`config.mk`:
```
export PLATFORM = sky130hd
export DESIGN_NAME = coalescing_write_scheduler_unit
export DESIGN_NICKNAME = d
export VERILOG_FILES = /design/src/design/cws_pkg.sv /design/src/design/cws_datapath.sv /design/src/design/cws_ctrl.sv /design/src/design/coalescing_write_scheduler_unit.sv
export SDC_FILE = /design/constraint.sdc
export NUM_CORES = 2
export LEC_CHECK = 0
export BUFFER_PORTS_ARGS = -buffer_cell sky130_fd_sc_hd__buf_4
export CAP_MARGIN = 5
export CORE_MARGIN = 1.5
export CORE_UTILIZATION = 51
export CTS_BUF_LIST = sky130_fd_sc_hd__clkbuf_8
export DETAILED_ROUTE_END_ITERATION = 6
export PLACE_DENSITY = 0.71
export SYNTH_ARGS = -nofsm -noshare
export SYNTH_HDL_FRONTEND = slang
export SYNTH_SLANG_ARGS = --single-unit
export TNS_END_PERCENT = 30
```
`constraint.sdc`:
```
create_clock -name clk_i -period 11.5 [get_ports clk_i]
set_input_delay 0.575 -clock clk_i [delete_from_list [all_inputs] [get_ports clk_i]]
set_output_delay 0.575 -clock clk_i [all_outputs]
set_load 0.01 [all_outputs]
```
`src/design/cws_pkg.sv`:
```
package cws_pkg;

  // Fixed slot count: slaves 1, 2, 4 and 8
  localparam int SLAVE_SLOTS = 4;

  // Stream payload widths
  localparam int IN_TDATA_W  = 24;
  localparam int IN_TUSER_W  = 2;
  localparam int OUT_TDATA_W = 16;

  // Configuration register indexes
  localparam logic [1:0] CFG_COALESCE = 2'd0;
  localparam logic [1:0] CFG_MIN_GAP  = 2'd1;
  localparam logic [1:0] CFG_RETRY    = 2'd2;
  localparam logic [1:0] CFG_BACKOFF  = 2'd3;

  // Configuration reset values
  localparam logic [15:0] RST_COALESCE = 16'd40;
  localparam logic [15:0] RST_MIN_GAP  = 16'd80;
  localparam logic [2:0]  RST_RETRY    = 3'd5;
  localparam logic [15:0] RST_BACKOFF  = 16'd30;

  typedef enum logic [1:0] {
    OP_REQUEST  = 2'd0,
    OP_TICK     = 2'd1,
    OP_COMPLETE = 2'd2,
    OP_CLEAR    = 2'd3
  } op_e;

  typedef enum logic [3:0] {
    CMD_IDLE,
    CMD_CAPTURE,
    CMD_REQ_RD,
    CMD_REQ_CALC,
    CMD_REQ_WR,
    CMD_TICK,
    CMD_SCAN,
    CMD_CPL_RD,
    CMD_CPL_WR,
    CMD_CLEAR,
    CMD_LOAD
  } cmd_e;

  typedef struct packed {
    op_e  op;
    logic bad_req;
    logic in_flight;
    logic bus_idle;
    logic hit;
    logic scan_end;
  } status_t;

  function automatic logic [3:0] slot_slave(logic [1:0] slot);
    logic [3:0] addr;
    case (slot)
      2'd0:    addr = 4'd1;
      2'd1:    addr = 4'd2;
      2'd2:    addr = 4'd4;
      default: addr = 4'd8;
    endcase
    return addr;
  endfunction

endpackage

```
`src/design/cws_datapath.sv`:
```
module cws_datapath #(
  parameter int COILS_PER_SLAVE = 4
) (
  input  logic                               clk_i,
  input  logic                               rst_ni,
  input  cws_pkg::cmd_e                      cmd_i,
  input  logic                               cfg_we_i,
  input  logic [1:0]                         cfg_index_i,
  input  logic [15:0]                        cfg_data_i,
  input  logic [cws_pkg::IN_TDATA_W-1:0]     in_tdata_i,
  input  logic [cws_pkg::IN_TUSER_W-1:0]     in_tuser_i,
  output cws_pkg::status_t                   status_o,
  output logic [cws_pkg::OUT_TDATA_W-1:0]    out_tdata_o
);

  localparam int N  = cws_pkg::SLAVE_SLOTS * COILS_PER_SLAVE;
  localparam int EW = $clog2(N);
  localparam int CW = (COILS_PER_SLAVE > 1) ? $clog2(COILS_PER_SLAVE) : 1;
  localparam int NW = $clog2(N + 1);
  localparam logic [CW-1:0] COIL_LAST = CW'(COILS_PER_SLAVE - 1);
  localparam logic [1:0]    OUTC_EXCEPTION = 2'd3;

  function automatic logic [EW-1:0] entry_idx(logic [1:0] s, logic [CW-1:0] c);
    return EW'(int'(s) * COILS_PER_SLAVE + int'(c));
  endfunction

  function automatic logic [CW+1:0] next_pos(logic [1:0] s, logic [CW-1:0] c);
    if (c == COIL_LAST) begin
      return {s + 2'd1, {CW{1'b0}}};
    end
    return {s, c + CW'(1)};
  endfunction

  function automatic logic is_before(logic [31:0] a, logic [31:0] b);
    logic [31:0] diff;
    diff = a - b;
    return diff[31];
  endfunction

  // Configuration
  logic [15:0] coalesce_q, min_gap_q, backoff_q;
  logic [2:0]  retry_q;

  always_ff @(posedge clk_i or negedge rst_ni) begin
    if (!rst_ni) begin
      coalesce_q <= cws_pkg::RST_COALESCE;
      min_gap_q  <= cws_pkg::RST_MIN_GAP;
      retry_q    <= cws_pkg::RST_RETRY;
      backoff_q  <= cws_pkg::RST_BACKOFF;
    end else if (cfg_we_i) begin
      case (cfg_index_i)
        cws_pkg::CFG_COALESCE: coalesce_q <= cfg_data_i;
        cws_pkg::CFG_MIN_GAP:  min_gap_q  <= cfg_data_i;
        cws_pkg::CFG_RETRY:    retry_q    <= cfg_data_i[2:0];
        cws_pkg::CFG_BACKOFF:  backoff_q  <= cfg_data_i;
        default: ;
      endcase
    end
  end

  // Captured item
  cws_pkg::op_e op_q;
  logic [7:0]   slave_q, coil_q;
  logic         val_q, bus_idle_q;
  logic [1:0]   outcome_q;

  always_ff @(posedge clk_i) begin
    if (cmd_i == cws_pkg::CMD_CAPTURE) begin
      op_q       <= cws_pkg::op_e'(in_tuser_i);
      slave_q    <= in_tdata_i[7:0];
      coil_q     <= in_tdata_i[15:8];
      val_q      <= in_tdata_i[16];
      bus_idle_q <= in_tdata_i[17];
      outcome_q  <= in_tdata_i[19:18];
    end
  end

  // Request decode
  logic [1:0]    req_slot;
  logic          slot_ok, coil_ok, bad_req;
  logic [EW-1:0] req_e;

  always_comb begin
    slot_ok  = 1'b1;
    req_slot = 2'd0;
    case (slave_q)
      8'd1:    req_slot = 2'd0;
      8'd2:    req_slot = 2'd1;
      8'd4:    req_slot = 2'd2;
      8'd8:    req_slot = 2'd3;
      default: slot_ok  = 1'b0;
    endcase
  end

  assign coil_ok = coil_q < 8'(COILS_PER_SLAVE);
  assign bad_req = !(slot_ok && coil_ok);
  assign req_e   = entry_idx(req_slot, coil_q[CW-1:0]);

  // Block state
  logic [N-1:0]  valid_q, issued_q;
  logic [1:0]    ptr_slot_q, cur_slot_q, rd_slot_q;
  logic [CW-1:0] ptr_coil_q, cur_coil_q, rd_coil_q;
  logic [31:0]   time_q;
  logic          inflight_q, flight_val_q, alarm_q;
  logic [EW-1:0] flight_e_q;
  logic [NW-1:0] cnt_q;
  logic          rdv_q, rdlast_q;

  // Entry store, one read and one write port per field
  logic          value_mem   [N];
  logic [2:0]    retries_mem [N];
  logic [31:0]   ready_mem   [N];
  logic [31:0]   last_mem    [N];
  logic          rd_value_q;
  logic [2:0]    rd_retries_q;
  logic [31:0]   rd_ready_q, rd_lastiss_q;
  logic [31:0]   ready_calc_q, earliest_q;

  logic [EW-1:0] cur_e, rd_e, rd_addr;
  logic          hit, scan_end, do_issue;
  logic          req_wr, ours, is_exc, cpl_wr, cpl_drop, cpl_retry, cpl_ret_wr;
  logic [2:0]    ret_dec;
  logic [31:0]   req_ready_sel;
  logic [CW+1:0] cur_next, rd_next;

  assign cur_e    = entry_idx(cur_slot_q, cur_coil_q);
  assign rd_e     = entry_idx(rd_slot_q, rd_coil_q);
  assign cur_next = next_pos(cur_slot_q, cur_coil_q);
  assign rd_next  = next_pos(rd_slot_q, rd_coil_q);

  always_comb begin
    case (cmd_i)
      cws_pkg::CMD_SCAN:                       rd_addr = cur_e;
      cws_pkg::CMD_CPL_RD, cws_pkg::CMD_CPL_WR: rd_addr = flight_e_q;
      default:                                 rd_addr = req_e;
    endcase
  end

  // Scan check on the entry read last cycle
  assign hit      = rdv_q && valid_q[rd_e] && !is_before(time_q, rd_ready_q);
  assign scan_end = rdv_q && rdlast_q && !hit;
  assign do_issue = (cmd_i == cws_pkg::CMD_SCAN) && hit;

  // Request: keep an equal queued value, else store afresh
  assign req_ready_sel = (issued_q[req_e] && is_before(ready_calc_q, earliest_q)) ?
                         earliest_q : ready_calc_q;
  assign req_wr = (cmd_i == cws_pkg::CMD_REQ_WR) && !(valid_q[req_e] && rd_value_q == val_q);

  // Completion: only touches the entry if it still holds the value in flight
  assign ours       = valid_q[flight_e_q] && (rd_value_q == flight_val_q);
  assign is_exc     = outcome_q == OUTC_EXCEPTION;
  assign ret_dec    = (rd_retries_q != 3'd0) ? rd_retries_q - 3'd1 : 3'd0;
  assign cpl_wr     = cmd_i == cws_pkg::CMD_CPL_WR;
  assign cpl_drop   = cpl_wr && ours && (!is_exc || ret_dec == 3'd0);
  assign cpl_retry  = cpl_wr && ours && is_exc && ret_dec != 3'd0;
  assign cpl_ret_wr = cpl_wr && ours && is_exc;

  always_ff @(posedge clk_i) begin
    if (req_wr) begin
      value_mem[req_e] <= val_q;
    end
    rd_value_q <= value_mem[rd_addr];
  end

  always_ff @(posedge clk_i) begin
    if (req_wr) begin
      retries_mem[req_e] <= retry_q;
    end else if (cpl_ret_wr) begin
      retries_mem[flight_e_q] <= ret_dec;
    end
    rd_retries_q <= retries_mem[rd_addr];
  end

  always_ff @(posedge clk_i) begin
    if (req_wr) begin
      ready_mem[req_e] <= req_ready_sel;
    end else if (cpl_retry) begin
      ready_mem[flight_e_q] <= time_q + 32'(backoff_q);
    end
    rd_ready_q <= ready_mem[rd_addr];
  end

  always_ff @(posedge clk_i) begin
    if (do_issue) begin
      last_mem[rd_e] <= time_q;
    end
    rd_lastiss_q <= last_mem[rd_addr];
  end

  always_ff @(posedge clk_i) begin
    if (cmd_i == cws_pkg::CMD_REQ_CALC) begin
      ready_calc_q <= time_q + 32'(coalesce_q);
      earliest_q   <= rd_lastiss_q + 32'(min_gap_q);
    end
  end

  always_ff @(posedge clk_i or negedge rst_ni) begin
    if (!rst_ni) begin
      valid_q      <= '0;
      issued_q     <= '0;
      ptr_slot_q   <= '0;
      ptr_coil_q   <= '0;
      time_q       <= '0;
      inflight_q   <= 1'b0;
      flight_e_q   <= '0;
      flight_val_q <= 1'b0;
      alarm_q      <= 1'b0;
      cur_slot_q   <= '0;
      cur_coil_q   <= '0;
      rd_slot_q    <= '0;
      rd_coil_q    <= '0;
      cnt_q        <= '0;
      rdv_q        <= 1'b0;
      rdlast_q     <= 1'b0;
    end else begin
      if (req_wr) begin
        valid_q[req_e] <= 1'b1;
      end
      if (cpl_drop) begin
        valid_q[flight_e_q] <= 1'b0;
      end
      if (cpl_wr) begin
        inflight_q <= 1'b0;
        if (is_exc) begin
          alarm_q <= 1'b1;
        end
      end
      if (cmd_i == cws_pkg::CMD_CLEAR) begin
        alarm_q <= 1'b0;
      end
      if (cmd_i == cws_pkg::CMD_TICK) begin
        time_q     <= time_q + 32'd1;
        cur_slot_q <= ptr_slot_q;
        cur_coil_q <= ptr_coil_q;
        cnt_q      <= '0;
        rdv_q      <= 1'b0;
        rdlast_q   <= 1'b0;
      end
      if (cmd_i == cws_pkg::CMD_SCAN) begin
        {cur_slot_q, cur_coil_q} <= cur_next;
        rd_slot_q <= cur_slot_q;
        rd_coil_q <= cur_coil_q;
        rdv_q     <= cnt_q < NW'(N);
        rdlast_q  <= cnt_q == NW'(N - 1);
        if (cnt_q < NW'(N)) begin
          cnt_q <= cnt_q + NW'(1);
        end
      end
      if (do_issue) begin
        issued_q[rd_e]           <= 1'b1;
        inflight_q               <= 1'b1;
        flight_e_q               <= rd_e;
        flight_val_q             <= rd_value_q;
        {ptr_slot_q, ptr_coil_q} <= rd_next;
      end
    end
  end

  // Result being built, then the output register
  logic       res_iv_q, res_val_q;
  logic [3:0] res_slave_q, res_coil_q;
  logic       out_iv_q, out_val_q, out_rej_q, out_alarm_q;
  logic [3:0] out_slave_q, out_coil_q;

  always_ff @(posedge clk_i) begin
    if (cmd_i == cws_pkg::CMD_CAPTURE) begin
      res_iv_q    <= 1'b0;
      res_slave_q <= '0;
      res_coil_q  <= '0;
      res_val_q   <= 1'b0;
    end else if (do_issue) begin
      res_iv_q    <= 1'b1;
      res_slave_q <= cws_pkg::slot_slave(rd_slot_q);
      res_coil_q  <= 4'(rd_coil_q);
      res_val_q   <= rd_value_q;
    end
    if (cmd_i == cws_pkg::CMD_LOAD) begin
      out_iv_q    <= res_iv_q;
      out_slave_q <= res_slave_q;
      out_coil_q  <= res_coil_q;
      out_val_q   <= res_val_q;
      out_rej_q   <= (op_q == cws_pkg::OP_REQUEST) && bad_req;
      out_alarm_q <= alarm_q;
    end
  end

  assign out_tdata_o = {4'b0, out_alarm_q, out_rej_q, out_val_q,
                        out_coil_q, out_slave_q, out_iv_q};

  assign status_o = '{op:        op_q,
                      bad_req:   bad_req,
                      in_flight: inflight_q,
                      bus_idle:  bus_idle_q,
                      hit:       hit,
                      scan_end:  scan_end};

endmodule

```
`src/design/cws_ctrl.sv`:
```
module cws_ctrl (
  input  logic             clk_i,
  input  logic             rst_ni,
  input  logic             in_valid_i,
  output logic             in_ready_o,
  output logic             out_valid_o,
  input  logic             out_ready_i,
  input  cws_pkg::status_t status_i,
  output cws_pkg::cmd_e    cmd_o
);

  typedef enum logic [2:0] {
    ST_IDLE,
    ST_DISPATCH,
    ST_REQ_CALC,
    ST_REQ_WR,
    ST_SCAN,
    ST_CPL_WR,
    ST_FINISH
  } state_e;

  state_e state_q, state_d;
  logic   out_valid_q, out_valid_d;

  always_comb begin
    state_d     = state_q;
    cmd_o       = cws_pkg::CMD_IDLE;
    out_valid_d = out_valid_q && !out_ready_i;
    case (state_q)
      ST_IDLE: begin
        if (in_valid_i) begin
          cmd_o   = cws_pkg::CMD_CAPTURE;
          state_d = ST_DISPATCH;
        end
      end
      ST_DISPATCH: begin
        state_d = ST_FINISH;
        case (status_i.op)
          cws_pkg::OP_REQUEST: begin
            if (!status_i.bad_req) begin
              cmd_o   = cws_pkg::CMD_REQ_RD;
              state_d = ST_REQ_CALC;
            end
          end
          cws_pkg::OP_TICK: begin
            cmd_o = cws_pkg::CMD_TICK;
            if (status_i.bus_idle && !status_i.in_flight) begin
              state_d = ST_SCAN;
            end
          end
          cws_pkg::OP_COMPLETE: begin
            if (status_i.in_flight) begin
              cmd_o   = cws_pkg::CMD_CPL_RD;
              state_d = ST_CPL_WR;
            end
          end
          cws_pkg::OP_CLEAR: cmd_o = cws_pkg::CMD_CLEAR;
          default: ;
        endcase
      end
      ST_REQ_CALC: begin
        cmd_o   = cws_pkg::CMD_REQ_CALC;
        state_d = ST_REQ_WR;
      end
      ST_REQ_WR: begin
        cmd_o   = cws_pkg::CMD_REQ_WR;
        state_d = ST_FINISH;
      end
      ST_SCAN: begin
        cmd_o = cws_pkg::CMD_SCAN;
        if (status_i.hit || status_i.scan_end) begin
          state_d = ST_FINISH;
        end
      end
      ST_CPL_WR: begin
        cmd_o   = cws_pkg::CMD_CPL_WR;
        state_d = ST_FINISH;
      end
      ST_FINISH: begin
        if (!out_valid_q || out_ready_i) begin
          cmd_o       = cws_pkg::CMD_LOAD;
          out_valid_d = 1'b1;
          state_d     = ST_IDLE;
        end
      end
      default: state_d = ST_IDLE;
    endcase
  end

  always_ff @(posedge clk_i or negedge rst_ni) begin
    if (!rst_ni) begin
      state_q     <= ST_IDLE;
      out_valid_q <= 1'b0;
    end else begin
      state_q     <= state_d;
      out_valid_q <= out_valid_d;
    end
  end

  assign in_ready_o  = state_q == ST_IDLE;
  assign out_valid_o = out_valid_q;

endmodule

```
`src/design/coalescing_write_scheduler_unit.sv`:
```
// Steps per item: capture, dispatch, then a request read, calc and write (none if rejected),
//   a completion read and write, or a scan on a tick (one entry read a cycle), then the load.
// Throughput: one item at a time; the next is taken in the cycle after its result is loaded,
//   and a held result on the output can delay that load.
// Reset: asynchronous, active low; entry valid and issued bits, time, pointers, alarm and
//   configuration (40, 80, 5, 30) return to their initial values at once, no clearing pass.
module coalescing_write_scheduler_unit #(
  parameter int COILS_PER_SLAVE = 4
) (
  input  logic                            clk_i,
  input  logic                            rst_ni,
  // Request stream
  input  logic                            s_axis_tvalid,
  output logic                            s_axis_tready,
  // [7:0] slave address, [15:8] coil, [16] target_value, [17] bus_idle, [19:18] outcome,
  // [23:20] zero
  input  logic [cws_pkg::IN_TDATA_W-1:0]  s_axis_tdata,
  // [1:0] command
  input  logic [cws_pkg::IN_TUSER_W-1:0]  s_axis_tuser,
  // Result stream
  output logic                            m_axis_tvalid,
  input  logic                            m_axis_tready,
  // [0] issue_valid, [4:1] issue_slave, [8:5] issue_coil, [9] issue_value,
  // [10] request_rejected, [11] write_fail_alarm, [15:12] zero
  output logic [cws_pkg::OUT_TDATA_W-1:0] m_axis_tdata,
  // Configuration writes
  input  logic                            cfg_valid_i,
  output logic                            cfg_ready_o,
  input  logic [1:0]                      cfg_index_i,
  input  logic [15:0]                     cfg_data_i
);

  // Controller sequences each item through the datapath; the datapath owns the
  // entry store, timers, scan cursor and the output register payload.
  cws_pkg::cmd_e    cmd;
  cws_pkg::status_t status;

  // Configuration is taken any cycle; the user must see that it is changed only while idle.
  assign cfg_ready_o = 1'b1;

  cws_ctrl u_ctrl (
    .clk_i       (clk_i),
    .rst_ni      (rst_ni),
    .in_valid_i  (s_axis_tvalid),
    .in_ready_o  (s_axis_tready),
    .out_valid_o (m_axis_tvalid),
    .out_ready_i (m_axis_tready),
    .status_i    (status),
    .cmd_o       (cmd)
  );

  cws_datapath #(
    .COILS_PER_SLAVE (COILS_PER_SLAVE)
  ) u_datapath (
    .clk_i       (clk_i),
    .rst_ni      (rst_ni),
    .cmd_i       (cmd),
    .cfg_we_i    (cfg_valid_i && cfg_ready_o),
    .cfg_index_i (cfg_index_i),
    .cfg_data_i  (cfg_data_i),
    .in_tdata_i  (s_axis_tdata),
    .in_tuser_i  (s_axis_tuser),
    .status_o    (status),
    .out_tdata_o (m_axis_tdata)
  );

endmodule

```
==> flow_metrics.tcl <==
set metrics [dict create \
    place_ws_ns 5.40 \
    finalWirelength_mm 156 \
    ioPinCount 68 \
    fmax_mhz 163 \
    detail_route.wl_per_cell_um 25.6 \
    drc 0 \
    cts-htree-levels 4 \
    yosys-top-cells-count "edfxtp_1 (1184), nand2_1 (505), mux2i_1 (206), a32oi_1 (204), and3_1 (174)" \
    syn_area_per_cell_um2 14.2 \
    cts_buffer_depth 3 \
    drt_pre_antenna_iters 6 \
    grt_remaining_overflow 0 \
    power.density_nw_per_um2 233 \
    fin_crit_sh_pct 53.5 \
    rows 125 \
    syn_to_final_growth_pct 11.6 \
    yosysTopAreaCellShare_pct 59.8 \
    initial_utilization_pct 51.3 \
    multiInputGateArea_um2 17300 \
    fin_skew_ns 0.0720 \
    grt_pass1_vias 36900 \
    end_kind "flip-flop" \
    track_usage_pct 26.2 \
    grt_setup_unrepaired "false" \
    postCtsSetupBuffers 0 \
    synth_warnings 0 \
    ys_ff_latch 1405 \
    clkTransAtPathRegs_ns 0.06 \
    worstPathMaxFanout 79 \
    synth.distinct_cells 85 \
    place.gp.congestion 0.890 \
    synth_ff_type "edfxtp_1" \
    avgViaCountPerCell 6.18 \
    clockRootBuffer "clkbuf_8" \
    worstPathRequired_ns 12.25 \
    syn_inst 4198 \
    cts.sinks 1405 \
    synth-edff-count 1184 \
    cts_tree "done" \
    dp_hpwl_mm 87.5 \
    die-area_um2 119000 \
    outcome "complete, no violations" \
    maxCapViolCount 0 \
    synth_area_um2 59500 \
    p_leak_nw 24.5 \
    hold_class "primary input to flip-flop" \
    cts_buffers 216 \
    die_h_um 345 \
    cp.arrival_ns 6.91 \
    synthDominantAreaCellType "edfxtp_1" \
    ff_latch_area_um2 40700 \
    post-route-min-period_ns 6.15 \
    drt-initial-drc-count 4100 \
    synthArstFlopShare_pct 10.3 \
    finalPower_w 0.0155 \
    ant_nets 0 \
    drv_slew 0 \
    ys_seq_area_share_pct 68.4 \
    maxSlewHeadroom_pct 13.9 \
    worst_setup_path_start_kind "flip-flop" \
    port_buffers 56 \
    worst_slew_pin_slew_ns 1.29 \
    clock_latency_ns 0.91 \
    setup_tns_ns 0 \
    hold_viol_final 0 \
    ir_drop_uv 257 \
    dieWidth_um 345 \
    path_class "flip-flop to flip-flop" \
    vias 37600 \
    synth_area_leaders "edfxtp_1 (60%), dfrtp_1 (5.7%), mux2i_1 (3.5%)" \
    nets 4543 \
    grt_max_degree 164 \
    yosysMostFrequentCell "edfxtp_1" \
    fill_cells 8919 \
    setup_viol 0 \
    drive_above_1_share_pct 14.0 \
    core_area_um2 116000 \
    grt_pass1_wl_mm 230 \
    layout_setup_ws_ns 5.35 \
    antenna_found_initial 2 \
]
## critical path, cell delays in order (launching register included)
cell and delay, ns:
edfxtp_1 0.36, or4_4 0.58, or4_4 0.55, a211oi_4 0.35, o211ai_2 0.21, o2111ai_4 0.15, buf_4 0.68, nand2_8 0.69
nor2b_4 1.08, buf_4 0.85, a32oi_1 0.22, and4_1 0.25
## path summary, 6_finish.rpt
kind / from / to / slack, ns / cells past startpoint
worst max-delay path: u_datapath.slave_q[5] / u_datapath.rd_ready_q[5] / 5.35 / 11
worst min-delay path: s_axis_tvalid / u_ctrl.state_q[0] / 0.1 / 3
worst max register to register: u_datapath.slave_q[5] / u_datapath.rd_ready_q[5] / 5.35 / 11
worst min register to register: u_datapath.res_slave_q[0] / u_datapath.out_slave_q[0] / 0.45 / 0
max in group asynchronous: rst_ni / u_datapath.valid_q[3] / 9.59 / 3
min in group asynchronous: rst_ni / u_datapath.min_gap_q[11] / 0.35 / 2
## sequential cells by signal, indices dropped and copies added (netlist names), 4 cells and up
signal                   cells
u_datapath.slave_q           8
u_datapath.value_mem        16
u_datapath.cnt_q             5
u_datapath.issued_q         16
u_datapath.flight_e_q        4
u_datapath.res_slave_q       4
u_datapath.backoff_q        16
u_datapath.out_slave_q       4
u_datapath.valid_q          16
u_datapath.ready_calc_q     32
u_datapath.min_gap_q        16
u_datapath.coalesce_q       16
u_datapath.rd_ready_q       32
u_datapath.coil_q            8
u_datapath.earliest_q       32
u_datapath.rd_lastiss_q     32
u_datapath.retries_mem      48
u_datapath.last_mem        512
u_datapath.time_q           32
u_datapath.ready_mem       512
## final cells by class
type                            instances  area share [%]
Multi-Input combinational cell       2435            26.1
Antenna cell                            1         0.00377
Sequential cell                      1405            61.3
Clock buffer                          255            5.28
Inverter                              101           0.571
Timing Repair Buffer                  205            2.55
Tap cell                             1524            2.87
Clock inverter                        156            1.31
## routing by layer
layer | wire length [um] | global-route usage (%) | up-vias
met2 | 74400 | 42.4 | 1810
li1 | - | - | 16500
met1 | 62400 | 35.2 | 18900
met5 | 0 | 0 | -
met3 | 13600 | 4.54 | 341
met4 | 5540 | 10.7 | 0
## cells in the final DEF, fill, tap and decap left out, types with 18 or more instances in the layout
master and n:
a31oi_1 27, a21oi_1 61, nor3_1 32, dlygate4sd3_1 40, o211ai_1 41, xnor2_1 84, mux2_2 55, edfxtp_1 1184
nand4_1 38, dfxtp_1 76, clkinv_2 25, dfrtp_1 135, a211oi_1 144, a32oi_1 204, inv_1 189, o21ai_0 79
a21o_1 25, nand3_1 61, nand2_1 504, xor2_1 41, mux2i_1 206, and4_1 73, o21ai_1 70, ha_1 127
clkbuf_8 255, nor2_1 111, mux4_2 18, and3_1 158, clkinv_1 22, buf_4 160
## where the power goes
| part | switching, W | internal (W) | total, W |
|---|---|---|---|
| logic | 0.00307 | 0.00165 | 0.00472 |
| registers | 0.000340 | 0.00631 | 0.00665 |
| clock network | 0.00198 | 0.00214 | 0.00412 |
| total | 0.00539 | 0.0101 | 0.0155 |
## cells by family after synthesis
family	Yosys count	share of synthesized area (%)
flip-flops	1405	68.4
adder cells (fa/ha/maj)	130	2.77
AND/OR/NAND/NOR	1123	9.39
XOR/XNOR	125	1.84
buffers and inverters	363	2.89
AO/OA/AOI/OAI	771	9.48
other	2	0.0126
multiplexers	279	5.19
## per-stage QoR
step,hold slack [ns],cell area [um^2],instances,util (%)
2_1_floorplan,0.279,59500,4203,-
3_3_place_gp,0.431,61600,5626,53.2
3_5_place_dp,0.423,61600,5626,53.2
4_1_cts,0.00703,66400,6077,57.3
5_1_grt,0.0785,66400,6082,57.3
6_report,0.0988,66400,6082,57.3
## what timing repair did
| item | CTS | global route |
|---|---|---|
| hold endpoints to repair | 140 | 0 |
| gates resized for setup | 0 | 0 |
| hold buffers | 40 | 0 |
Note: power is estimated with default switching activity, not from simulation.
